`src/rtl/bsm_pkg.sv`:
```
// bsm_pkg: shared types and constants for the bank switch mapper
// holds event/config structs, write decode codes and counter constants
// no dependencies
`timescale 1ns / 1ps
`default_nettype none

package bsm_pkg;

    // input operation codes
    typedef enum logic [1:0] {
        OP_REG_WRITE  = 2'd0,
        OP_PRG_XLATE  = 2'd1,
        OP_CHR_ACCESS = 2'd2,
        OP_CPU_TICK   = 2'd3
    } t_op;

    // decoded mapper register write
    typedef enum logic [2:0] {
        WR_NONE      = 3'd0,
        WR_BANK_SEL  = 3'd1,
        WR_BANK_DATA = 3'd2,
        WR_MIRROR    = 3'd3,
        WR_RELOAD    = 3'd4,
        WR_IRQ_RESET = 3'd5,
        WR_IRQ_DIS   = 3'd6,
        WR_IRQ_EN    = 3'd7
    } t_wsel;

    // configuration register indexes
    typedef enum logic {
        CFG_PRG_MASK = 1'b0,
        CFG_CHR_MASK = 1'b1
    } t_cfg_idx;

    localparam int PRG_W   = 21;
    localparam int CHR_W   = 18;
    localparam int CFG_W   = 21;

    localparam logic [15:0] WR_DECODE_MASK  = 16'hE001;
    localparam logic [15:0] ADDR_BANK_SEL   = 16'h8000;
    localparam logic [15:0] ADDR_BANK_DATA  = 16'h8001;
    localparam logic [15:0] ADDR_MIRROR     = 16'hA000;
    localparam logic [15:0] ADDR_RELOAD     = 16'hC000;
    localparam logic [15:0] ADDR_IRQ_RESET  = 16'hC001;
    localparam logic [15:0] ADDR_IRQ_DIS    = 16'hE000;
    localparam logic [15:0] ADDR_IRQ_EN     = 16'hE001;

    // bank data register index targets
    localparam logic [3:0] IDX_CHR0 = 4'd0;
    localparam logic [3:0] IDX_CHR2 = 4'd1;
    localparam logic [3:0] IDX_CHR4 = 4'd2;
    localparam logic [3:0] IDX_CHR5 = 4'd3;
    localparam logic [3:0] IDX_CHR6 = 4'd4;
    localparam logic [3:0] IDX_CHR7 = 4'd5;
    localparam logic [3:0] IDX_PRG0 = 4'd6;
    localparam logic [3:0] IDX_PRG1 = 4'd7;
    localparam logic [3:0] IDX_CHR1 = 4'd8;
    localparam logic [3:0] IDX_CHR3 = 4'd9;
    localparam logic [3:0] IDX_PRG2 = 4'd15;

    localparam logic [2:0] PRESCALE_DIV     = 3'd4;
    localparam logic [2:0] IRQ_DELAY_CYCLES = 3'd6;

    localparam logic [PRG_W-1:0] PRG_MASK_RST = 21'd131071;
    localparam logic [CHR_W-1:0] CHR_MASK_RST = 18'd8191;
    localparam logic [7:0]       RELOAD_RST   = 8'd255;

    // one event as seen by the state units
    typedef struct packed {
        logic        valid;
        t_wsel       wsel;
        logic        prg;
        logic        chr;
        logic        tick;
        logic [15:0] addr;
        logic [7:0]  data;
    } t_evt;

    typedef struct packed {
        logic             we;
        t_cfg_idx         index;
        logic [CFG_W-1:0] data;
    } t_cfg;

endpackage

`default_nettype wire

```
`src/rtl/bsm_banks.sv`:
```
// bsm_banks: bank registers, mirroring, config masks and address translation
// depends on bsm_pkg
`timescale 1ns / 1ps
`default_nettype none

module bsm_banks (
    input  wire logic                      i_clk,
    input  wire logic                      i_rst_n,
    input  wire bsm_pkg::t_evt             i_evt,
    input  wire bsm_pkg::t_cfg             i_cfg,
    output logic [bsm_pkg::PRG_W-1:0]      o_mapped,
    output logic                           o_mirror
);

    logic [bsm_pkg::PRG_W-1:0] r_prg_mask;
    logic [bsm_pkg::CHR_W-1:0] r_chr_mask;
    logic [3:0]                r_reg_index, n_reg_index;
    logic                      r_chr_invert, n_chr_invert;
    logic                      r_chr_full, n_chr_full;
    logic                      r_prg_swap, n_prg_swap;
    logic                      r_mirror, n_mirror;
    logic [7:0]                r_chr_bank [8];
    logic [7:0]                n_chr_bank [8];
    logic [7:0]                r_prg_bank [3];
    logic [7:0]                n_prg_bank [3];

    logic [1:0]                prg_win;
    logic [1:0]                prg_sel;
    logic [bsm_pkg::PRG_W-1:0] prg_base;
    logic [bsm_pkg::PRG_W-1:0] prg_addr;
    logic [2:0]                chr_win;
    logic [7:0]                chr_pair;
    logic [7:0]                chr_bank;
    logic [bsm_pkg::CHR_W-1:0] chr_base;
    logic [bsm_pkg::CHR_W:0]   chr_sum;

    // config writes
    always_ff @(posedge i_clk) begin
        if (!i_rst_n) begin
            r_prg_mask <= bsm_pkg::PRG_MASK_RST;
            r_chr_mask <= bsm_pkg::CHR_MASK_RST;
        end else if (i_cfg.we) begin
            unique case (i_cfg.index)
                bsm_pkg::CFG_PRG_MASK: r_prg_mask <= i_cfg.data;
                bsm_pkg::CFG_CHR_MASK: r_chr_mask <= i_cfg.data[bsm_pkg::CHR_W-1:0];
                default: ;
            endcase
        end
    end

    always_comb begin
        n_reg_index  = r_reg_index;
        n_chr_invert = r_chr_invert;
        n_chr_full   = r_chr_full;
        n_prg_swap   = r_prg_swap;
        n_mirror     = r_mirror;
        n_chr_bank   = r_chr_bank;
        n_prg_bank   = r_prg_bank;
        case (i_evt.wsel)
            bsm_pkg::WR_BANK_SEL: begin
                n_chr_invert = i_evt.data[7];
                n_prg_swap   = i_evt.data[6];
                n_chr_full   = i_evt.data[5];
                n_reg_index  = i_evt.data[3:0];
            end
            bsm_pkg::WR_BANK_DATA: begin
                unique case (r_reg_index)
                    bsm_pkg::IDX_CHR0: n_chr_bank[0] = i_evt.data;
                    bsm_pkg::IDX_CHR2: n_chr_bank[2] = i_evt.data;
                    bsm_pkg::IDX_CHR4: n_chr_bank[4] = i_evt.data;
                    bsm_pkg::IDX_CHR5: n_chr_bank[5] = i_evt.data;
                    bsm_pkg::IDX_CHR6: n_chr_bank[6] = i_evt.data;
                    bsm_pkg::IDX_CHR7: n_chr_bank[7] = i_evt.data;
                    bsm_pkg::IDX_PRG0: n_prg_bank[0] = i_evt.data;
                    bsm_pkg::IDX_PRG1: n_prg_bank[1] = i_evt.data;
                    bsm_pkg::IDX_CHR1: n_chr_bank[1] = i_evt.data;
                    bsm_pkg::IDX_CHR3: n_chr_bank[3] = i_evt.data;
                    bsm_pkg::IDX_PRG2: n_prg_bank[2] = i_evt.data;
                    default: ;
                endcase
            end
            bsm_pkg::WR_MIRROR: n_mirror = i_evt.data[0];
            default: ;
        endcase
    end

    always_ff @(posedge i_clk) begin
        if (!i_rst_n) begin
            r_reg_index  <= '0;
            r_chr_invert <= 1'b0;
            r_chr_full   <= 1'b0;
            r_prg_swap   <= 1'b0;
            r_mirror     <= 1'b0;
            for (int i = 0; i < 8; i++) begin
                r_chr_bank[i] <= '0;
            end
            for (int i = 0; i < 3; i++) begin
                r_prg_bank[i] <= 8'(i);
            end
        end else if (i_evt.valid) begin
            r_reg_index  <= n_reg_index;
            r_chr_invert <= n_chr_invert;
            r_chr_full   <= n_chr_full;
            r_prg_swap   <= n_prg_swap;
            r_mirror     <= n_mirror;
            r_chr_bank   <= n_chr_bank;
            r_prg_bank   <= n_prg_bank;
        end
    end

    // program window translate, last window fixed at top bank
    always_comb begin
        prg_win = i_evt.addr[14:13];
        if (r_prg_swap) begin
            prg_sel = (prg_win == 2'd0) ? 2'd2 : prg_win - 2'd1;
        end else begin
            prg_sel = prg_win;
        end
        if (prg_win == 2'd3) begin
            prg_base = {r_prg_mask[bsm_pkg::PRG_W-1:13], 13'd0};
        end else begin
            prg_base = {r_prg_bank[prg_sel], 13'd0};
        end
        prg_addr = (prg_base | {8'd0, i_evt.addr[12:0]}) & r_prg_mask;
    end

    // pattern window translate, 2 KB pairs force the low bank bit
    always_comb begin
        chr_win  = i_evt.addr[12:10] ^ {r_chr_invert, 2'b00};
        chr_pair = r_chr_bank[{1'b0, chr_win[1], 1'b0}];
        if (r_chr_full || chr_win[2]) begin
            chr_bank = r_chr_bank[chr_win];
        end else begin
            chr_bank = {chr_pair[7:1], chr_win[0]};
        end
        chr_base = {chr_bank, 10'd0} & r_chr_mask;
        chr_sum  = {1'b0, chr_base} + {9'd0, i_evt.addr[9:0]};
    end

    always_comb begin
        o_mapped = '0;
        if (i_evt.prg && i_evt.addr[15]) begin
            o_mapped = prg_addr;
        end else if (i_evt.chr && (i_evt.addr[15:13] == 3'd0)) begin
            o_mapped = {2'd0, chr_sum};
        end
    end

    assign o_mirror = n_mirror;

endmodule

`default_nettype wire

```
`src/rtl/bsm_irq.sv`:
```
// bsm_irq: interrupt counter, a12 edge detect, cycle prescaler and irq delay
// depends on bsm_pkg
`timescale 1ns / 1ps
`default_nettype none

module bsm_irq (
    input  wire logic          i_clk,
    input  wire logic          i_rst_n,
    input  wire bsm_pkg::t_evt i_evt,
    output logic               o_irq
);

    logic [7:0] r_counter, n_counter;
    logic [7:0] r_reload, n_reload;
    logic       r_reload_req, n_reload_req;
    logic       r_enabled, n_enabled;
    logic       r_cycle_mode, n_cycle_mode;
    logic [2:0] r_prescaler, n_prescaler;
    logic [2:0] r_delay, n_delay;
    logic       r_prev_a12, n_prev_a12;
    logic       r_flag, n_flag;
    logic       counter_clk;
    logic       expired;

    always_comb begin
        n_counter    = r_counter;
        n_reload     = r_reload;
        n_reload_req = r_reload_req;
        n_enabled    = r_enabled;
        n_cycle_mode = r_cycle_mode;
        n_prescaler  = r_prescaler;
        n_delay      = r_delay;
        n_prev_a12   = r_prev_a12;
        n_flag       = r_flag;
        counter_clk  = 1'b0;
        expired      = 1'b0;

        case (i_evt.wsel)
            bsm_pkg::WR_RELOAD: n_reload = i_evt.data;
            bsm_pkg::WR_IRQ_RESET: begin
                n_reload_req = 1'b1;
                n_prescaler  = bsm_pkg::PRESCALE_DIV;
                n_cycle_mode = i_evt.data[0];
            end
            bsm_pkg::WR_IRQ_DIS, bsm_pkg::WR_IRQ_EN: begin
                n_enabled = (i_evt.wsel == bsm_pkg::WR_IRQ_EN);
                n_delay   = '0;
                n_flag    = 1'b0;
            end
            default: ;
        endcase

        // rising a12 on a pattern fetch
        if (i_evt.chr && (i_evt.addr[15:13] == 3'd0)) begin
            counter_clk = i_evt.addr[12] && !r_prev_a12 && !r_cycle_mode;
            n_prev_a12  = i_evt.addr[12];
        end

        if (i_evt.tick) begin
            if (r_delay != 3'd0) begin
                n_delay = r_delay - 3'd1;
                if (n_delay == 3'd0) begin
                    n_flag  = 1'b1;
                    expired = 1'b1;
                end
            end
            if (!expired && r_cycle_mode) begin
                n_prescaler = r_prescaler - 3'd1;
                if (n_prescaler == 3'd0) begin
                    n_prescaler = bsm_pkg::PRESCALE_DIV;
                    counter_clk = 1'b1;
                end
            end
        end

        if (counter_clk) begin
            if (r_reload_req) begin
                n_reload_req = 1'b0;
                n_counter    = r_reload | {7'd0, (r_reload != 8'd0)};
            end else if (r_counter == 8'd0) begin
                n_counter = r_reload;
            end else begin
                n_counter = r_counter - 8'd1;
            end
            if ((n_counter == 8'd0) && r_enabled) begin
                n_delay = bsm_pkg::IRQ_DELAY_CYCLES;
            end
        end
    end

    always_ff @(posedge i_clk) begin
        if (!i_rst_n) begin
            r_counter    <= '0;
            r_reload     <= bsm_pkg::RELOAD_RST;
            r_reload_req <= 1'b0;
            r_enabled    <= 1'b0;
            r_cycle_mode <= 1'b0;
            r_prescaler  <= bsm_pkg::PRESCALE_DIV;
            r_delay      <= '0;
            r_prev_a12   <= 1'b0;
            r_flag       <= 1'b0;
        end else if (i_evt.valid) begin
            r_counter    <= n_counter;
            r_reload     <= n_reload;
            r_reload_req <= n_reload_req;
            r_enabled    <= n_enabled;
            r_cycle_mode <= n_cycle_mode;
            r_prescaler  <= n_prescaler;
            r_delay      <= n_delay;
            r_prev_a12   <= n_prev_a12;
            r_flag       <= n_flag;
        end
    end

    assign o_irq = n_flag;

endmodule

`default_nettype wire

```
`src/rtl/bank_switch_mapper_with_counter_irq.sv`:
```
// throughput: one item per cycle while the result side is not stalled;
// input register, one step of decode and state update, then the result
// register (set by that single update step)
// reset: synchronous active low; clears both pipeline stages, bank and irq
// state to their power-on values and the masks to their defaults
`timescale 1ns / 1ps
`default_nettype none

module bank_switch_mapper_with_counter_irq (
    input  wire logic                      i_clk,
    input  wire logic                      i_rst_n,
    input  wire logic                      i_valid,
    output logic                           o_ready,
    input  wire logic [1:0]                i_operation,
    input  wire logic [15:0]               i_address,
    input  wire logic [7:0]                i_write_data,
    output logic                           o_valid,
    input  wire logic                      i_ready,
    output logic [bsm_pkg::PRG_W-1:0]      o_mapped_address,
    output logic                           o_irq_line,
    output logic                           o_mirror_horizontal,
    input  wire logic                      i_cfg_we,
    input  wire logic                      i_cfg_index,
    input  wire logic [bsm_pkg::CFG_W-1:0] i_cfg_data
);

    logic                      r_in_valid;
    bsm_pkg::t_op              r_in_op;
    logic [15:0]               r_in_addr;
    logic [7:0]                r_in_data;
    logic                      r_out_valid;
    logic [bsm_pkg::PRG_W-1:0] r_out_mapped;
    logic                      r_out_irq;
    logic                      r_out_mirror;

    logic                      advance;
    bsm_pkg::t_wsel            wsel;
    bsm_pkg::t_evt             evt;
    bsm_pkg::t_cfg             cfg;
    logic [bsm_pkg::PRG_W-1:0] step_mapped;
    logic                      step_irq;
    logic                      step_mirror;

    assign advance = r_in_valid && (!r_out_valid || i_ready);
    assign o_ready = !r_in_valid || advance;

    always_ff @(posedge i_clk) begin
        if (!i_rst_n) begin
            r_in_valid <= 1'b0;
        end else if (o_ready) begin
            r_in_valid <= i_valid;
        end
    end

    always_ff @(posedge i_clk) begin
        if (o_ready && i_valid) begin
            r_in_op   <= bsm_pkg::t_op'(i_operation);
            r_in_addr <= i_address;
            r_in_data <= i_write_data;
        end
    end

    // register write decode
    always_comb begin
        unique case (r_in_addr & bsm_pkg::WR_DECODE_MASK)
            bsm_pkg::ADDR_BANK_SEL:  wsel = bsm_pkg::WR_BANK_SEL;
            bsm_pkg::ADDR_BANK_DATA: wsel = bsm_pkg::WR_BANK_DATA;
            bsm_pkg::ADDR_MIRROR:    wsel = bsm_pkg::WR_MIRROR;
            bsm_pkg::ADDR_RELOAD:    wsel = bsm_pkg::WR_RELOAD;
            bsm_pkg::ADDR_IRQ_RESET: wsel = bsm_pkg::WR_IRQ_RESET;
            bsm_pkg::ADDR_IRQ_DIS:   wsel = bsm_pkg::WR_IRQ_DIS;
            bsm_pkg::ADDR_IRQ_EN:    wsel = bsm_pkg::WR_IRQ_EN;
            default:                 wsel = bsm_pkg::WR_NONE;
        endcase
    end

    always_comb begin
        evt.valid = advance;
        evt.wsel  = (advance && (r_in_op == bsm_pkg::OP_REG_WRITE)) ? wsel : bsm_pkg::WR_NONE;
        evt.prg   = advance && (r_in_op == bsm_pkg::OP_PRG_XLATE);
        evt.chr   = advance && (r_in_op == bsm_pkg::OP_CHR_ACCESS);
        evt.tick  = advance && (r_in_op == bsm_pkg::OP_CPU_TICK);
        evt.addr  = r_in_addr;
        evt.data  = r_in_data;
    end

    assign cfg.we    = i_cfg_we;
    assign cfg.index = bsm_pkg::t_cfg_idx'(i_cfg_index);
    assign cfg.data  = i_cfg_data;

    bsm_banks u_banks (
        .i_clk    (i_clk),
        .i_rst_n  (i_rst_n),
        .i_evt    (evt),
        .i_cfg    (cfg),
        .o_mapped (step_mapped),
        .o_mirror (step_mirror)
    );

    bsm_irq u_irq (
        .i_clk   (i_clk),
        .i_rst_n (i_rst_n),
        .i_evt   (evt),
        .o_irq   (step_irq)
    );

    always_ff @(posedge i_clk) begin
        if (!i_rst_n) begin
            r_out_valid <= 1'b0;
        end else if (advance) begin
            r_out_valid <= 1'b1;
        end else if (i_ready) begin
            r_out_valid <= 1'b0;
        end
    end

    always_ff @(posedge i_clk) begin
        if (advance) begin
            r_out_mapped <= step_mapped;
            r_out_irq    <= step_irq;
            r_out_mirror <= step_mirror;
        end
    end

    assign o_valid             = r_out_valid;
    assign o_mapped_address    = r_out_mapped;
    assign o_irq_line          = r_out_irq;
    assign o_mirror_horizontal = r_out_mirror;

endmodule

`default_nettype wire

```
`config.mk`:
```
export PLATFORM = sky130hd
export DESIGN_NAME = bank_switch_mapper_with_counter_irq
export DESIGN_NICKNAME = d
export VERILOG_FILES = /design/src/rtl/bsm_pkg.sv /design/src/rtl/bsm_banks.sv /design/src/rtl/bsm_irq.sv /design/src/rtl/bank_switch_mapper_with_counter_irq.sv
export SDC_FILE = /design/constraint.sdc
export NUM_CORES = 1
export LEC_CHECK = 0
export BUFFER_PORTS_ARGS = -buffer_cell sky130_fd_sc_hd__buf_2
export CAP_MARGIN = 10
export CORE_MARGIN = 5
export CORE_UTILIZATION = 35
export DETAILED_ROUTE_END_ITERATION = 8
export PLACE_DENSITY_LB_ADDON = 0.25
export SETUP_SLACK_MARGIN = 0.2
export SLEW_MARGIN = 15
export SYNTH_ARGS = -nofsm -noshare
export SYNTH_HDL_FRONTEND = slang
export SYNTH_SLANG_ARGS = --single-unit
```
`constraint.sdc`:
```
create_clock -name i_clk -period 5.5 [get_ports i_clk]
set_input_delay 0 -clock i_clk [delete_from_list [all_inputs] [get_ports i_clk]]
set_output_delay 0 -clock i_clk [all_outputs]
set_load 0.03 [all_outputs]
```
# [Yosys cells after proc, flatten, opt, wreduce, memory -nomap -nowiden]
# Index checks and enable logic that the tools add are counted.
[word_totals] input_bits=53 reg_bits=213 out_inout_bits=25
[op_classes] n_eq_ne=28 n_addsub=5 n_lt_le_gt_ge=3 bitwise=9 n_reduce_logical=51 muxes=46
[op_table] op="8-bit two-way mux" n=10
[op_table] op="8-bit binary-select mux with 3-bit select" n=2
[op_table] op="21-bit two-way mux" n=2
[op_table] op="4-bit equality test (second input constant)" n=10
[op_table] op="3-bit AND reduction" n=11
[op_table] op="3-bit two-way mux" n=10
[op_table] op="21-bit bitwise AND" n=1
[op_table] op="21-bit by 13-bit bitwise OR with 21-bit output" n=1
[op_table] op="3-bit one-hot mux with 7 select lines" n=1
[op_table] op="18-bit by 10-bit adder with 19-bit output" n=1
[op_table] op="19-bit two-way mux" n=1
[op_table] op="18-bit bitwise AND" n=1
[op_table] op="1-bit two-way mux" n=17
[op_table] op="8-bit binary-select mux with 2-bit select" n=1
[op_table] op="4-bit by 3-bit equality test with 1-bit output (second input constant)" n=4
[op_table] op="8-bit logical NOT" n=2
[op_table] op="2-bit AND reduction" n=8
[op_table] op="3-bit equality test (second input constant)" n=4
[op_table] op="1-bit logical AND" n=12
[op_table] op="3-bit logical NOT" n=3
[op_table] op="4-bit by 2-bit equality test with 1-bit output (second input constant)" n=2
[op_table] op="4-bit greater-or-equal comparator (second input constant)" n=2
[op_table] op="8-bit by 1-bit bitwise OR with 8-bit output" n=1
[op_table] op="8-bit nonzero test" n=1
[op_table] op="22 further kinds" n=34

# [Logic depth before layout (Yosys ltp)]
# Gate-level depths: netlist of run 1.
[logic_depth] ltp_word=14 ltp_mapped=9 mapped_depth_nobuf=8

# [Modules after synthesis]
# Synthesis of run 1 repeated with hierarchy kept, for this count alone.
[unflattened] cells_unflattened=870 hier_area_um2=8599.5
[by_module_without_submodules] module="bsm_banks" area_per_inst_um2=5340.1 cells_each=592 instances=1
[by_module_without_submodules] module="bank_switch_mapper_with_counter_irq" area_per_inst_um2=1657.8 cells_each=72 instances=1
[by_module_without_submodules] module="bsm_irq" area_per_inst_um2=1601.5 cells_each=206 instances=1

# [Least setup slack after synthesis of run 1]
# No wires, ideal clock.
[synth_timing] path_type="register to register" from="reg r_in_valid" to="reg u_irq.r_counter[2]" setup_time_ps=115 arrival_ps=2299 path_slack_ps=3086 n_path_buf=2 path_stages_with_launch=9 synth_period_minus_slack_ps=2414 cell_sequence="dfxtp_1 -> clkbuf_1 -> inv_1 -> nor2_2 -> nand3_1 -> o22ai_1 -> buf_2 -> a21boi_0 -> o21a_1"
[synth_via] elab_chain_len=8 word_cells_on_any_way=9 cone_classes="mux (4); reduce/logical (5)"
[synth_lines] element="start: declaration" line_no="bank_switch_mapper_with_counter_irq.sv:27" rtl="logic r_in_valid;"
[synth_lines] element="start signal: assignment" line_no="bank_switch_mapper_with_counter_irq.sv:51" rtl="r_in_valid <= i_valid;"
[synth_lines] element="1-bit logical AND *" line_no="bank_switch_mapper_with_counter_irq.sv:44" rtl="assign advance = r_in_valid && (!r_out_valid || i_ready);"
[synth_lines] element="net advance" line_no="bank_switch_mapper_with_counter_irq.sv:36" rtl="logic advance;"
[synth_lines] element="1-bit logical AND" line_no="bank_switch_mapper_with_counter_irq.sv:81" rtl="evt.chr = advance && (r_in_op == bsm_pkg::OP_CHR_ACCESS);"
[synth_lines] element="1-bit logical AND" line_no="bsm_irq.sv:54" rtl="if (i_evt.chr && (i_evt.addr[15:13] == 3'd0)) begin"
[synth_lines] element="1-bit two-way mux" line_no="bsm_irq.sv:54"
[synth_lines] element="1-bit two-way mux" line_no="bsm_irq.sv:69" rtl="if (n_prescaler == 3'd0) begin"
[synth_lines] element="1-bit two-way mux" line_no="bsm_irq.sv:67" rtl="if (!expired && r_cycle_mode) begin"
[synth_lines] element="1-bit two-way mux" line_no="bsm_irq.sv:59" rtl="if (i_evt.tick) begin"
[synth_lines] element="2-bit AND reduction (no source line) *"
[synth_lines] element="end signal: assignment" line_no="bsm_irq.sv:103" rtl="r_counter <= n_counter;"
[synth_lines] element="end: declaration" line_no="bsm_irq.sv:13" rtl="logic [7:0] r_counter, n_counter;"
# The timed path passes the listed nets; every way through them passes the cells marked *.
# A chain may end at the register's enable or synchronous reset.

# [Worst setup path in the final report of run 1]
[layout_timing] from="reg u_irq.r_delay[0]" to="reg u_irq.r_counter[2]"
[layout_via] elab_chain_len=10 word_cells_on_any_way=11 cone_classes="add/sub (1); mux (5); reduce/logical (5)"
[layout_lines] element="start: declaration" line_no="bsm_irq.sv:19" rtl="logic [2:0] r_delay, n_delay;"
[layout_lines] element="start signal: assignment" line_no="bsm_irq.sv:109" rtl="r_delay <= n_delay;"
[layout_lines] element="3-bit by 1-bit subtractor with 3-bit output" line_no="bsm_irq.sv:61" rtl="n_delay = r_delay - 3'd1;"
[layout_lines] element="3-bit logical NOT" line_no="bsm_irq.sv:62" rtl="if (n_delay == 3'd0) begin"
[layout_lines] element="1-bit two-way mux" line_no="bsm_irq.sv:62"
[layout_lines] element="1-bit two-way mux *" line_no="bsm_irq.sv:60" rtl="if (r_delay != 3'd0) begin"
[layout_lines] element="1-bit two-way mux *" line_no="bsm_irq.sv:59"
[layout_lines] element="1-bit logical NOT *" line_no="bsm_irq.sv:67"
[layout_lines] element="1-bit logical AND *" line_no="bsm_irq.sv:67"
[layout_lines] element="1-bit two-way mux *" line_no="bsm_irq.sv:67"
[layout_lines] element="1-bit two-way mux *" line_no="bsm_irq.sv:59"
[layout_lines] element="2-bit AND reduction (no source line) *"
# Mark *: on every way between the ends. The rest lies on a longest branch, timed or not. The select of a mux whose other input is x is not followed.

==> flow_summary.html, run 1 <==
<table>
<tr><th>Metric</th><th>Value</th></tr>
<tr><th colspan="2">Status</th></tr>
<tr><td>Outcome</td><td>finished clean</td></tr>
<tr><th colspan="2">Synthesis</th></tr>
<tr><td>Post-Syn Instances</td><td>between 900 and 1000</td></tr>
<tr><td>Main combinational cell family by area after synthesis</td><td>simple AND/OR/NAND/NOR gates</td></tr>
<tr><td>Share of the synthesized area in the top cell type</td><td>0.3426</td></tr>
<tr><td>Number of enable-type register cells in the synthesized netlist</td><td>between 40 and 50</td></tr>
<tr><td>Netlist area before placement</td><td>8999 um^2</td></tr>
<tr><td>Leading area contributor after synthesis</td><td>dfxtp_1</td></tr>
<tr><td>Seq cells post-synth</td><td>just over 200</td></tr>
<tr><td>YS warnings</td><td>0</td></tr>
<tr><td>Share of flip-flops with an asynchronous set or reset</td><td>0</td></tr>
<tr><td>Mapped Nets</td><td>984</td></tr>
<tr><td>Cell types with the largest area share after synthesis</td><td>dfxtp_1 34%, edfxtp_1 16%, nand2_1 9.6%, mux2i_1 7.7%, a21boi_0 6.0%</td></tr>
<tr><td>Number of library cell types mapped by synthesis</td><td>63</td></tr>
<tr><td>Post-Syn Area per Cell</td><td>roughly 10 um^2</td></tr>
<tr><td>Multiplexer share of the synthesized area</td><td>0.1130</td></tr>
<tr><td>Post-synthesis share of cell area spent on full adders, half adders and majority gates</td><td>0.01390</td></tr>
<tr><td>Share of synthesized area occupied by flip-flops and latches</td><td>0.5061</td></tr>
<tr><td>Synth Area in Compound Gates</td><td>0.1105</td></tr>
<tr><td>Dominant synthesized flop cell</td><td>dfxtp_1</td></tr>
<tr><td>Synth Area in Simple Gates</td><td>0.2205</td></tr>
<tr><td>XOR/XNOR share of the synthesized area</td><td>0.004867</td></tr>
<tr><th colspan="2">Critical path</th></tr>
<tr><td>Type of the setup path with the least slack</td><td>reg -&gt; reg</td></tr>
<tr><td>CP Launch Type</td><td>flip-flop</td></tr>
<tr><td>Crit-path slowest cell</td><td>o22ai_1</td></tr>
<tr><td>Worst-case register-to-register setup slack</td><td>around 2.8 ns</td></tr>
<tr><td>Largest stage delay on the critical path</td><td>0.87 ns</td></tr>
<tr><td>CP Data Required Time</td><td>about 5.9 ns</td></tr>
<tr><td>Setup crit end kind</td><td>flip-flop</td></tr>
<tr><td>Crit path DAT</td><td>about 3.1 ns</td></tr>
<tr><td>Largest driver fanout on the critical path</td><td>10</td></tr>
<tr><td>Worst-path cell chain</td><td>inv_1 -&gt; ha_1 -&gt; a31oi_1 -&gt; nand3_1 -&gt; o22ai_1 -&gt; a21boi_0 -&gt; o21a_1</td></tr>
<tr><th colspan="2">Cells and area</th></tr>
<tr><td>Area used by multi-input combinational logic</td><td>between 4000 and 5000 um^2</td></tr>
<tr><td>Number of antenna cells inserted</td><td>0</td></tr>
<tr><td>Number of standard cells in the layout, taps in and fillers out</td><td>1397</td></tr>
<tr><td>Fraction of layout instances using a drive strength above 1</td><td>0.1415</td></tr>
<tr><td>Signed area change from the synthesized netlist to the final layout</td><td>23.43%</td></tr>
<tr><td>Cell area after layout</td><td>between 10000 and 15000 um^2</td></tr>
<tr><td>Fillers</td><td>between 2000 and 2500</td></tr>
<tr><td>Post-Route Utilization</td><td>0.4398</td></tr>
<tr><td>Area of all sequential standard cells</td><td>4554 um^2</td></tr>
<tr><td>Number of nets in the layout</td><td>roughly 1100</td></tr>
<tr><th colspan="2">Placed design</th></tr>
<tr><td>Routability congestion estimate from global placement</td><td>between 0.8 and 0.9</td></tr>
<tr><td>Post-DP HPWL</td><td>approximately 15000 um</td></tr>
<tr><td>Port buffer count</td><td>slightly below 80</td></tr>
<tr><td>Placed instance area</td><td>around 9600 um^2</td></tr>
<tr><td>Cell count after placement</td><td>about 1300</td></tr>
<tr><th colspan="2">Timing</th></tr>
<tr><td>Setup-violating endpoint count in the final report</td><td>0</td></tr>
<tr><td>Setup repair after global routing missed its margin</td><td>false</td></tr>
<tr><td>Transition time of the tightest slew-check pin</td><td>approximately 1.1 ns</td></tr>
<tr><td>Achievable clock frequency</td><td>roughly 370 MHz</td></tr>
<tr><td>Crit path time final</td><td>around 2.7 ns</td></tr>
<tr><td>Final Max Tran Viols</td><td>0</td></tr>
<tr><td>Share of the clock period used by the worst path after layout</td><td>0.4905</td></tr>
<tr><td>Final Hold Vio Count</td><td>0</td></tr>
<tr><td>Relative max-transition margin</td><td>0.2545</td></tr>
<tr><td>Fin Setup TNS</td><td>0 ns</td></tr>
<tr><td>Final setup skew</td><td>between 0.01 and 0.015 ns</td></tr>
<tr><th colspan="2">CTS</th></tr>
<tr><td>Clock latency on the worst-skew pair</td><td>between 0.5 and 0.6 ns</td></tr>
<tr><td>Post-cts repair resize count</td><td>0</td></tr>
<tr><td>Clock sink count</td><td>~200</td></tr>
<tr><td>CTS tree</td><td>done</td></tr>
<tr><td>CTS max path bufs</td><td>3</td></tr>
<tr><td>Clock transition at the register clock pins on the worst setup and hold paths after CTS</td><td>~0.060 ns</td></tr>
<tr><td>H-tree depth</td><td>1</td></tr>
<tr><td>Num CTS Buffers</td><td>24</td></tr>
<tr><td>Buffer type at the clock tree root</td><td>clkbuf_16</td></tr>
<tr><th colspan="2">Routing</th></tr>
<tr><td>Length of the first detailed-routing pass in iterations</td><td>5</td></tr>
<tr><td>Overall via count from detail_route</td><td>~7000</td></tr>
<tr><td>Vias per cell</td><td>between 4 and 5</td></tr>
<tr><td>Count of unresolved DRC violations after routing</td><td>0</td></tr>
<tr><td>Routed length per instance</td><td>16.84 um</td></tr>
<tr><td>Aggregate routed wire length</td><td>around 24000 um</td></tr>
<tr><td>Antenna Violating Nets Remaining</td><td>0</td></tr>
<tr><td>Initial detailed-routing violation count</td><td>around 430</td></tr>
<tr><th colspan="2">Pwr</th></tr>
<tr><td>Final total power</td><td>~0.0033 W</td></tr>
<tr><td>Static leakage</td><td>between 4 and 5 nW</td></tr>
<tr><td>Worst voltage drop across the vdd grid</td><td>~0.22 mV</td></tr>
<tr><td>Cell area power density</td><td>299.5 nW/um^2</td></tr>
<tr><th colspan="2">Hold path</th></tr>
<tr><td>Path class of the lowest-slack min-delay path</td><td>in -&gt; reg</td></tr>
<tr><th colspan="2">Floorplan</th></tr>
<tr><td>Initial core utilization</td><td>0.3563</td></tr>
<tr><td>Total I/O pin count</td><td>78</td></tr>
<tr><td>Area of the die</td><td>between 20000 and 30000 um^2</td></tr>
<tr><td>Vertical extent of the die</td><td>between 150 and 200 um</td></tr>
<tr><td>Standard-cell row count</td><td>between 50 and 60</td></tr>
<tr><td>Total core area</td><td>roughly 25000 um^2</td></tr>
<tr><td>Overall die width</td><td>170.3 um</td></tr>
<tr><th colspan="2">GRT</th></tr>
<tr><td>Global-route wire length before repair</td><td>37340 um</td></tr>
<tr><td>Total Routing Usage GR</td><td>0.1602</td></tr>
<tr><td>Final global-route overflow total</td><td>0</td></tr>
<tr><td>Vias in the first global route</td><td>6779</td></tr>
<tr><td>Maximum number of pins on one net before global-route repair</td><td>80</td></tr>
<tr><td>Initial antenna violation count</td><td>0</td></tr>
<tr><th colspan="2">Flow run</th></tr>
<tr><td>Max-Cap Viols</td><td>0</td></tr>
</table>
==> cells in the final DEF (no fill, tap or decap), types with 3 or more instances in the layout <==
| cell type | synthesis | layout |
|---|---|---|
| nand2_1 | 231 | 231 |
| dfxtp_1 | 154 | 154 |
| buf_2 | 10 | 76 |
| a21boi_0 | 72 | 72 |
| dlygate4sd3_1 | 0 | 71 |
| mux2i_1 | 69 | 69 |
| nor2b_1 | 61 | 61 |
| edfxtp_1 | 49 | 49 |
| nand3_1 | 37 | 37 |
| clkbuf_16 | 0 | 24 |
| inv_1 | 16 | 16 |
| nor2_1 | 16 | 16 |
| and2_1 | 14 | 14 |
| a21oi_1 | 12 | 12 |
| nor3_1 | 10 | 10 |
| mux4_2 | 10 | 10 |
| ha_1 | 10 | 10 |
| mux2_2 | 9 | 9 |
| o21ai_0 | 9 | 9 |
| a221oi_1 | 8 | 8 |
| o2111ai_1 | 8 | 8 |
| buf_4 | 0 | 8 |
| clkinv_1 | 0 | 7 |
| o22ai_1 | 6 | 6 |
| nand4_1 | 5 | 5 |
| nand2b_1 | 4 | 4 |
| xnor2_1 | 4 | 4 |
| and3_1 | 4 | 4 |
| clkinv_2 | 0 | 4 |
| nor4b_1 | 3 | 3 |
| clkbuf_1 | 40 | 3 |
==> flip-flops by register name, summed over array words and instances, names as in the netlist, 2 cells and up <==
signal and cells:
u_banks.r_chr_bank 64, u_banks.r_prg_bank 24, o_mapped_address 21, u_banks.r_prg_mask 21, r_in_addr 16, r_in_data 8, u_banks.r_chr_mask 8, u_irq.r_counter 8
u_irq.r_reload 8, u_banks.r_reg_index 4, u_irq.r_delay 3, u_irq.r_prescaler 3, r_in_op 2
==> worst paths after layout <==
path                                        startpoint                endpoint  cells after the start
worst min register to register  u_banks.r_chr_bank[35]  u_banks.r_chr_bank[35]                      2
worst min-delay path                          i_cfg_we  u_banks.r_chr_mask[13]                      4
worst max-delay path                  u_irq.r_delay[0]      u_irq.r_counter[2]                      7
worst max register to register        u_irq.r_delay[0]      u_irq.r_counter[2]                      7
==> area by class of cell <==
class	instances	share of cell area
multi-input cells	649	0.3750
inverters	16	0.005407
clock buffers	28	0.05633
clock inverters	16	0.01239
well taps	330	0.03717
repair buffers	155	0.1036
flip-flops and latches	203	0.4100
==> where the power goes <==
part,internal (W),switching (W)
clock,0.000907,0.000625
combinational,0.0000941,0.000102
sequential,0.00156,0.0000374
==> stage by stage <==
stage / setup slack [ns] / hold slack [ns]
2_1_floorplan: 3.086 / 0.09887
3_3_place_gp: 2.833 / 0.1783
6_report: 2.802 / 0.04717
3_5_place_dp: 2.758 / 0.1794
4_1_cts: 2.778 / 0.04340
5_1_grt: 2.574 / 0.08502
==> worst max-delay path, delay by kind of cell, from the launching register on <==
kind | cells | cell delay [ns]
AND/OR/NAND/NOR | 1 | 0.19
flip-flops | 1 | 0.40
AO/OA/AOI/OAI | 4 | 1.68
adder cells (fa/ha/maj) | 1 | 0.23
buffers and inverters | 1 | 0.09
==> repair_timing <==
action,in CTS,in global routing
hold buffers,71,0
hold endpoints to repair,58,0
setup buffers,0,0
==> cell families after synthesis <==
family / Yosys count
fa+ha+maj: 10
buf+inv: 69
flops: 203
compound gates: 136
xor+xnor: 5
simple gates: 410
mux: 88
==> cells in the mapped netlist (all sizes together) (6+ instances only) <==
cell	number
and2	14
clkbuf	40
nor3	11
ha	10
nand3	37
o2111ai	8
edfxtp	49
nand2	231
mux4	10
a21oi	13
a21boi	72
o21ai	11
a221oi	8
dfxtp	154
mux2i	69
inv	16
nor2b	61
nor2	18
o22ai	6
buf	13
mux2	9
==> metal layers <==
layer | part of all wire | track usage | vias to the layer above
li1 | - | - | 3465
met5 | 0 | 0 | -
met3 | 0.042 | 0.02067 | 27
met4 | 0.014 | 0.03646 | 0
met1 | 0.49 | 0.2306 | 3211
met2 | 0.45 | 0.2579 | 135
No activity file was read; power rests on OpenSTA's default activity.
==> run 2, diff against run 1 <==
==> constraint.sdc (replaced) <==
create_clock -name i_clk -period 2.17 [get_ports i_clk]
set_input_delay 0 -clock i_clk [delete_from_list [all_inputs] [get_ports i_clk]]
set_output_delay 0 -clock i_clk [all_outputs]
set_load 0.03 [all_outputs]
==> run 2 against run 1 <==
Against the previous run:
- non-clock buffer count grew 50
- critical path depth did not move
- clock power rose to 2.8 times the previous value
- worst hold slack gained 0.018 ns
- clock skew up 0.0013 ns
- die area stayed put
- sequential power rose to 2.5 times the previous value
- largest cell class is now multi-input combinational cells
- largest power group is now clock
==> flow_summary.html, run 2 (same netlist as run 1, synthesis figures left out) <==
<table>
<tr><th>Metric</th><th>Value</th></tr>
<tr><th colspan="2">Cells and area</th></tr>
<tr><td>Area used by multi-input combinational logic</td><td>4697 um^2</td></tr>
<tr><td>Registers with the most flip-flops</td><td>u_banks.r_chr_bank (64), u_banks.r_prg_bank (24)</td></tr>
<tr><td>Number of antenna cells inserted</td><td>0</td></tr>
<tr><td>Fraction of layout instances using a drive strength above 1</td><td>0.2733</td></tr>
<tr><td>Number of nets in the layout</td><td>around 1200</td></tr>
<tr><td>Commonest cells after routing, fill and taps aside</td><td>202 x nand2_1, 148 x dfxtp_1, 76 x buf_2, 73 x dlygate4sd3_1, 67 x mux2i_1</td></tr>
<tr><td>Area of all sequential standard cells</td><td>4562 um^2</td></tr>
<tr><td>Cell area after layout</td><td>between 10000 and 15000 um^2</td></tr>
<tr><td>Largest register FFs</td><td>64</td></tr>
<tr><td>Most common cell after layout, fill and taps aside</td><td>nand2_1</td></tr>
<tr><td>Fillers</td><td>between 2000 and 2500</td></tr>
<tr><td>Signed area change from the synthesized netlist to the final layout</td><td>36.62%</td></tr>
<tr><td>Register ranked first by flip-flop count</td><td>u_banks.r_chr_bank</td></tr>
<tr><th colspan="2">Routing</th></tr>
<tr><td>Antenna Violating Nets Remaining</td><td>0</td></tr>
<tr><td>Aggregate routed wire length</td><td>roughly 25000 um</td></tr>
<tr><td>Overall via count from detail_route</td><td>roughly 7200</td></tr>
<tr><td>Routed length per instance</td><td>about 17 um</td></tr>
<tr><td>Count of unresolved DRC violations after routing</td><td>0</td></tr>
<tr><td>Initial detailed-routing violation count</td><td>slightly below 500</td></tr>
<tr><td>Vias per cell</td><td>~5.0</td></tr>
<tr><td>Length of the first detailed-routing pass in iterations</td><td>5</td></tr>
<tr><th colspan="2">Critical path</th></tr>
<tr><td>Largest driver fanout on the critical path</td><td>5</td></tr>
<tr><td>Largest stage delay on the critical path</td><td>approximately 0.47 ns</td></tr>
<tr><td>Crit path DAT</td><td>around 2.4 ns</td></tr>
<tr><td>Most repeated library cell on the critical path</td><td>nor4_4</td></tr>
<tr><td>Startpoint of the lowest-slack register-to-register path</td><td>u_irq.r_counter[5]</td></tr>
<tr><td>Worst path bufs/invs</td><td>1</td></tr>
<tr><td>Largest delay share family, worst path</td><td>compound AO/OA/AOI/OAI gates</td></tr>
<tr><td>Setup crit end kind</td><td>flip-flop</td></tr>
<tr><td>CP Launch Type</td><td>flip-flop</td></tr>
<tr><td>Cell count along the critical path</td><td>7</td></tr>
<tr><td>Worst reg-to-reg path cell count</td><td>7</td></tr>
<tr><td>Crit-path slowest cell</td><td>nor4_4</td></tr>
<tr><td>CP Data Required Time</td><td>2.56 ns</td></tr>
<tr><td>Type of the setup path with the least slack</td><td>reg -&gt; reg</td></tr>
<tr><td>Worst-case register-to-register setup slack</td><td>roughly 0.18 ns</td></tr>
<tr><td>Destination of the critical timing path</td><td>u_irq.r_delay[1]</td></tr>
<tr><td>Start point of the critical path</td><td>u_irq.r_counter[5]</td></tr>
<tr><td>Endpoint of the lowest-slack register-to-register path</td><td>u_irq.r_delay[1]</td></tr>
<tr><td>Worst-path cell chain</td><td>nor4_4 -&gt; buf_4 -&gt; o2111ai_1 -&gt; a32oi_2 -&gt; a211o_1 -&gt; nor4_4 -&gt; o221a_1</td></tr>
<tr><th colspan="2">Pwr</th></tr>
<tr><td>Clock group share of total power</td><td>0.482</td></tr>
<tr><td>Worst voltage drop across the vdd grid</td><td>0.5702 mV</td></tr>
<tr><td>Static leakage</td><td>between 4 and 5 nW</td></tr>
<tr><td>Cell area power density</td><td>between 700 and 800 nW/um^2</td></tr>
<tr><td>Internal power component</td><td>approximately 0.007 W</td></tr>
<tr><td>Fraction of power consumed by sequential logic</td><td>0.451</td></tr>
<tr><td>Share of total power in combinational logic</td><td>0.067</td></tr>
<tr><td>Switching power</td><td>0.002010 W</td></tr>
<tr><td>Switching power share of the total</td><td>0.2239</td></tr>
<tr><th colspan="2">Floorplan</th></tr>
<tr><td>Standard-cell row count</td><td>between 50 and 60</td></tr>
<tr><td>Initial core utilization</td><td>0.3563</td></tr>
<tr><td>Total I/O pin count</td><td>slightly below 80</td></tr>
<tr><td>Area of the die</td><td>slightly below 30000 um^2</td></tr>
<tr><td>Vertical extent of the die</td><td>~170 um</td></tr>
<tr><td>Total core area</td><td>about 25000 um^2</td></tr>
<tr><td>Overall die width</td><td>170.3 um</td></tr>
<tr><th colspan="2">Timing</th></tr>
<tr><td>Final Max Tran Viols</td><td>0</td></tr>
<tr><td>Share of the clock period used by the worst path after layout</td><td>0.9184</td></tr>
<tr><td>Final Hold Vio Count</td><td>0</td></tr>
<tr><td>Final setup skew</td><td>0.01593 ns</td></tr>
<tr><td>Setup repair after global routing missed its margin</td><td>true</td></tr>
<tr><td>Transition time of the tightest slew-check pin</td><td>between 0.8 and 0.9 ns</td></tr>
<tr><td>Relative max-transition margin</td><td>0.4160</td></tr>
<tr><td>Fin Setup TNS</td><td>0 ns</td></tr>
<tr><td>Achievable clock frequency</td><td>501.8 MHz</td></tr>
<tr><td>Final WS setup</td><td>around 0.18 ns</td></tr>
<tr><td>Setup-violating endpoint count in the final report</td><td>0</td></tr>
<tr><td>Crit path time final</td><td>1.993 ns</td></tr>
<tr><th colspan="2">CTS</th></tr>
<tr><td>Clock sink count</td><td>203</td></tr>
<tr><td>CTS max path bufs</td><td>3</td></tr>
<tr><td>Clock latency on the worst-skew pair</td><td>around 0.52 ns</td></tr>
<tr><td>Buffer type at the clock tree root</td><td>clkbuf_16</td></tr>
<tr><td>Num CTS Buffers</td><td>23</td></tr>
<tr><td>H-tree depth</td><td>1</td></tr>
<tr><td>CTS tree</td><td>done</td></tr>
<tr><td>Clock transition at the register clock pins on the worst setup and hold paths after CTS</td><td>0.06 ns</td></tr>
<tr><th colspan="2">Placed design</th></tr>
<tr><td>Post-DP HPWL</td><td>approximately 16000 um</td></tr>
<tr><td>Placed instance area</td><td>between 10000 and 15000 um^2</td></tr>
<tr><td>Setup WS pre-CTS</td><td>-0.03812 ns</td></tr>
<tr><td>Port buffer count</td><td>77</td></tr>
<tr><td>Routability congestion estimate from global placement</td><td>between 0.8 and 0.9</td></tr>
<tr><th colspan="2">GRT</th></tr>
<tr><td>Final global-route overflow total</td><td>0</td></tr>
<tr><td>Global-route wire length before repair</td><td>39250 um</td></tr>
<tr><td>Total Routing Usage GR</td><td>0.1684</td></tr>
<tr><td>Vias in the first global route</td><td>approximately 7000</td></tr>
<tr><td>Maximum number of pins on one net before global-route repair</td><td>65</td></tr>
<tr><td>Initial antenna violation count</td><td>0</td></tr>
<tr><th colspan="2">Status</th></tr>
<tr><td>Outcome</td><td>finished clean</td></tr>
<tr><th colspan="2">Flow run</th></tr>
<tr><td>Max-Cap Viols</td><td>0</td></tr>
<tr><th colspan="2">Hold path</th></tr>
<tr><td>Hold path depth</td><td>4</td></tr>
<tr><td>Path class of the lowest-slack min-delay path</td><td>in -&gt; reg</td></tr>
</table>
run 2: repair_timing:
action / 4_1_cts / 5_1_grt
hold buffers: 73 / 0
endpoints found under the setup margin: 78 / 98
resized for setup: 31 / 138
setup buffers: 9 / 6
pin swaps: 9 / 57
gates cloned: 2 / 0
hold endpoints to repair: 80 / 0
run 2: worst min path at each step:
stage	from	slack (ns)	endpoint
finish	i_cfg_we	0.06	u_banks.r_chr_mask[14]
global route	i_cfg_we	0.09	u_banks.r_chr_mask[12]
CTS	i_cfg_we	0.03	u_banks.r_chr_mask[14]
detailed placement	i_write_data[6]	0.18	r_in_data[6]
global placement	i_write_data[7]	0.18	r_in_data[7]
floorplan	i_address[0]	0.1	r_in_addr[0]
run 2: final cells by class:
class,instances,share of cell area
multi-input cells,650,0.3820
inverters,16,0.005089
clock inverters,11,0.01435
clock buffers,31,0.05597
flip-flops and latches,203,0.3711
well taps,330,0.03358
repair buffers,205,0.1379
run 2: worst register-to-register path: stages (launching register included):
cell and delay [ns]:
dfxtp_2 0.35, nor4_4 0.48, buf_4 0.20, o2111ai_1 0.11, a32oi_2 0.29, a211o_1 0.18, nor4_4 0.05, o221a_1 0.23
run 2: power by group through the flow:
stage / registers, W / logic, W / clock network [W]
after CTS: 0.00404 / 0.000569 / 0.00445
final: 0.00405 / 0.000599 / 0.00433
after detailed placement: 0.00412 / 0.000448 / 0
after floorplan: 0.00411 / 0.000254 / 0
after global placement: 0.00412 / 0.000447 / 0
after global routing: 0.00406 / 0.000650 / 0.00460
run 2: per-stage QoR:
step             util  hold WS, ns  cells  power, W
6_report       0.4868      0.06483   1446  0.008979
3_5_place_dp   0.3970       0.1781   1314  0.004569
4_1_cts        0.4683      0.03332   1440  0.009055
2_1_floorplan       -      0.09887    921  0.004360
5_1_grt        0.4868      0.08721   1446  0.009311
3_3_place_gp   0.3970       0.1793   1314  0.004568
run 2: per-layer routing:
layer	wire, um	GRT usage
met5	0	0
met4	322	0.03472
met3	1056	0.02300
met2	11530	0.2713
met1	12210	0.2427
==> run 3, diff against run 2 <==
--- a/config.mk
+++ b/config.mk
@@ -9,9 +9,9 @@
 export CAP_MARGIN = 10
 export CORE_MARGIN = 5
 export CORE_UTILIZATION = 35
+export CTS_BUF_LIST = sky130_fd_sc_hd__clkbuf_4 sky130_fd_sc_hd__clkbuf_8 sky130_fd_sc_hd__clkbuf_16
 export DETAILED_ROUTE_END_ITERATION = 8
 export PLACE_DENSITY_LB_ADDON = 0.25
-export SETUP_SLACK_MARGIN = 0.2
 export SLEW_MARGIN = 15
 export SYNTH_ARGS = -nofsm -noshare
 export SYNTH_HDL_FRONTEND = slang
==> run 3 against run 2 <==
Against the previous run:
- clock skew is 0.011 ns higher
- setup slack worse by 0.087 ns
- worst hold slack worse by 0.0010 ns
- clock power is 11% lower
- final area is 5.3% lower
- largest power group is now registers
- routed wire length is 4.2% lower
- sequential power hardly changed
- combinational power is 8.3% lower
==> flow_summary.html, run 3 (same netlist as run 1, synthesis figures left out) <==
<table>
<tr><th>Metric</th><th>Value</th></tr>
<tr><th colspan="2">Status</th></tr>
<tr><td>Outcome</td><td>finished clean</td></tr>
<tr><th colspan="2">Cells and area</th></tr>
<tr><td>Commonest cells after routing, fill and taps aside</td><td>230 x nand2_1, 153 x dfxtp_1, 76 x buf_2, 68 x mux2i_1, 67 x dlygate4sd3_1</td></tr>
<tr><td>Registers with the most flip-flops</td><td>u_banks.r_chr_bank (64), u_banks.r_prg_bank (24)</td></tr>
<tr><td>Number of antenna cells inserted</td><td>0</td></tr>
<tr><td>Number of nets in the layout</td><td>approximately 1200</td></tr>
<tr><td>Post-Route Utilization</td><td>0.4610</td></tr>
<tr><td>Register ranked first by flip-flop count</td><td>u_banks.r_chr_bank</td></tr>
<tr><td>Number of standard cells in the layout, taps in and fillers out</td><td>1441</td></tr>
<tr><td>Most common cell after layout, fill and taps aside</td><td>nand2_1</td></tr>
<tr><td>Fraction of layout instances using a drive strength above 1</td><td>0.2025</td></tr>
<tr><td>Largest register FFs</td><td>between 60 and 70</td></tr>
<tr><td>Signed area change from the synthesized netlist to the final layout</td><td>29.37%</td></tr>
<tr><th colspan="2">Floorplan</th></tr>
<tr><td>Vertical extent of the die</td><td>170.3 um</td></tr>
<tr><td>Total core area</td><td>~25000 um^2</td></tr>
<tr><td>Area of the die</td><td>between 20000 and 30000 um^2</td></tr>
<tr><td>Overall die width</td><td>between 150 and 200 um</td></tr>
<tr><td>Total I/O pin count</td><td>a little under 80</td></tr>
<tr><td>Initial core utilization</td><td>0.3563</td></tr>
<tr><td>Standard-cell row count</td><td>58</td></tr>
<tr><th colspan="2">Timing</th></tr>
<tr><td>Final Hold Vio Count</td><td>0</td></tr>
<tr><td>Crit path time final</td><td>2.080 ns</td></tr>
<tr><td>Final Max Tran Viols</td><td>0</td></tr>
<tr><td>Final setup skew</td><td>about 0.027 ns</td></tr>
<tr><td>Setup-violating endpoint count in the final report</td><td>0</td></tr>
<tr><td>Relative max-transition margin</td><td>0.4177</td></tr>
<tr><td>Achievable clock frequency</td><td>roughly 480 MHz</td></tr>
<tr><td>Fin Setup TNS</td><td>0 ns</td></tr>
<tr><td>Setup repair after global routing missed its margin</td><td>true</td></tr>
<tr><td>Share of the clock period used by the worst path after layout</td><td>0.9587</td></tr>
<tr><td>Final WS setup</td><td>~0.09 ns</td></tr>
<tr><td>Transition time of the tightest slew-check pin</td><td>roughly 0.87 ns</td></tr>
<tr><th colspan="2">Critical path</th></tr>
<tr><td>Type of the setup path with the least slack</td><td>reg -&gt; reg</td></tr>
<tr><td>Worst-path cell chain</td><td>inv_1 -&gt; ha_1 -&gt; nor4b_2 -&gt; a31oi_2 -&gt; or3b_2 -&gt; o22a_1 -&gt; o22ai_1 -&gt; nand2_1</td></tr>
<tr><td>Largest delay share family, worst path</td><td>simple AND/OR/NAND/NOR gates</td></tr>
<tr><td>Worst path bufs/invs</td><td>1</td></tr>
<tr><td>Crit-path slowest cell</td><td>or3b_2</td></tr>
<tr><td>CP Data Required Time</td><td>2.56 ns</td></tr>
<tr><td>Setup crit end kind</td><td>flip-flop</td></tr>
<tr><td>Largest driver fanout on the critical path</td><td>5</td></tr>
<tr><td>Largest stage delay on the critical path</td><td>between 0.4 and 0.5 ns</td></tr>
<tr><td>CP Launch Type</td><td>flip-flop</td></tr>
<tr><td>Crit path DAT</td><td>about 2.5 ns</td></tr>
<tr><th colspan="2">Routing</th></tr>
<tr><td>Overall via count from detail_route</td><td>7135</td></tr>
<tr><td>Vias per cell</td><td>4.951</td></tr>
<tr><td>Initial detailed-routing violation count</td><td>~500</td></tr>
<tr><td>Antenna Violating Nets Remaining</td><td>0</td></tr>
<tr><td>Count of unresolved DRC violations after routing</td><td>0</td></tr>
<tr><td>Aggregate routed wire length</td><td>around 24000 um</td></tr>
<tr><td>Length of the first detailed-routing pass in iterations</td><td>5</td></tr>
<tr><td>Routed length per instance</td><td>about 17 um</td></tr>
<tr><th colspan="2">Pwr</th></tr>
<tr><td>Fraction of power consumed by sequential logic</td><td>0.479</td></tr>
<tr><td>Static leakage</td><td>between 4 and 5 nW</td></tr>
<tr><td>Clock group share of total power</td><td>0.456</td></tr>
<tr><td>Share of total power in combinational logic</td><td>0.065</td></tr>
<tr><td>Switching power</td><td>about 0.0019 W</td></tr>
<tr><td>Switching power share of the total</td><td>0.2285</td></tr>
<tr><td>Worst voltage drop across the vdd grid</td><td>approximately 0.56 mV</td></tr>
<tr><td>Cell area power density</td><td>approximately 730 nW/um^2</td></tr>
<tr><td>Internal power component</td><td>about 0.0065 W</td></tr>
<tr><th colspan="2">Placed design</th></tr>
<tr><td>Routability congestion estimate from global placement</td><td>between 0.8 and 0.9</td></tr>
<tr><td>Setup WS pre-CTS</td><td>-0.01203 ns</td></tr>
<tr><td>Post-DP HPWL</td><td>around 16000 um</td></tr>
<tr><td>Cell count after placement</td><td>between 1000 and 1500</td></tr>
<tr><td>Port buffer count</td><td>between 70 and 80</td></tr>
<tr><th colspan="2">CTS</th></tr>
<tr><td>Buffer type at the clock tree root</td><td>clkbuf_16</td></tr>
<tr><td>H-tree depth</td><td>1</td></tr>
<tr><td>Clock latency on the worst-skew pair</td><td>0.52 ns</td></tr>
<tr><td>Clock transition at the register clock pins on the worst setup and hold paths after CTS</td><td>around 0.060 ns</td></tr>
<tr><td>Num CTS Buffers</td><td>23</td></tr>
<tr><td>CTS max path bufs</td><td>3</td></tr>
<tr><td>Clock sink count</td><td>just over 200</td></tr>
<tr><td>CTS tree</td><td>done</td></tr>
<tr><th colspan="2">GRT</th></tr>
<tr><td>Final global-route overflow total</td><td>0</td></tr>
<tr><td>Initial antenna violation count</td><td>0</td></tr>
<tr><td>Total Routing Usage GR</td><td>0.1627</td></tr>
<tr><td>Vias in the first global route</td><td>roughly 7000</td></tr>
<tr><td>Maximum number of pins on one net before global-route repair</td><td>between 70 and 80</td></tr>
<tr><td>Global-route wire length before repair</td><td>about 38000 um</td></tr>
<tr><th colspan="2">Hold path</th></tr>
<tr><td>Path class of the lowest-slack min-delay path</td><td>in -&gt; reg</td></tr>
<tr><th colspan="2">Flow run</th></tr>
<tr><td>Max-Cap Viols</td><td>0</td></tr>
</table>
[run 3: cell count changes in the layout (fill, tap and decap cells not counted), moves of 11 or more]
cell / before / now
buf_4: 38 / 49
nand2_2: 22 / 1
a21boi_2: 11 / 0
nand2_1: 202 / 230
a21boi_0: 41 / 63
a21boi_1: 20 / 9
[run 3: metal layers]
layer,global-route usage,share of wire,up-vias
li1,-,-,3545
met1,0.2337,0.49,3384
met2,0.2598,0.44,172
met3,0.02346,0.044,34
met4,0.03889,0.023,0
met5,0,0,-
[run 3: per-stage QoR]
step / hold slack (ns) / power, W / instance area (um^2)
after floorplan: 0.09887 / 0.004357 / 9007
after global placement: 0.1786 / 0.004568 / 10040
after detailed placement: 0.1781 / 0.004571 / 10040
after CTS: 0.05044 / 0.008553 / 11480
after global routing: 0.07101 / 0.008760 / 11640
final: 0.06383 / 0.008453 / 11640
[run 3: cell type report]
cell class                      instances  area, um^2
Clock buffer                           34       676.9
Tap cell                              330       412.9
Timing Repair Buffer                  201        1582
Sequential cell                       203        4556
Multi-Input combinational cell        649        4273
Inverter                               16       60.06
Fill cell                            2352       13610
Clock inverter                          8       81.33
[run 3: final timing paths]
check / from / to / slack, ns / cells past startpoint
max: u_irq.r_delay[1] / u_irq.r_prescaler[2] / 0.09 / 8
min: i_cfg_we / u_banks.r_chr_mask[13] / 0.06 / 4
max reg2reg: u_irq.r_delay[1] / u_irq.r_prescaler[2] / 0.09 / 8
min reg2reg: u_banks.r_chr_bank[37] / u_banks.r_chr_bank[37] / 0.45 / 2
[run 3: what timing repair did]
| item | 4_1_cts | 5_1_grt |
|---|---|---|
| setup buffers | 1 | 8 |
| hold buffers | 67 | 0 |
| pin swaps | 0 | 5 |
| gates resized for setup | 1 | 32 |
| gates cloned | 0 | 0 |
| hold endpoints to repair | 95 | 0 |
| endpoints found under the setup margin | 2 | 71 |
[run 3: tightest hold or removal path: stages]
cell      delay [ns]
buf_2           0.11
nand2_1         0.23
nand2_1         0.13
a21boi_0        0.07
[run 3: power by group through the flow]
| stage | sequential (W) | clock, W | combinational, W |
|---|---|---|---|
| 2_1_floorplan | 0.00411 | 0 | 0.000252 |
| 3_3_place_gp | 0.00413 | 0 | 0.000441 |
| 3_5_place_dp | 0.00413 | 0 | 0.000444 |
| 4_1_cts | 0.00405 | 0.00397 | 0.000534 |
| 5_1_grt | 0.00406 | 0.00411 | 0.000594 |
| 6_report | 0.00405 | 0.00386 | 0.000549 |
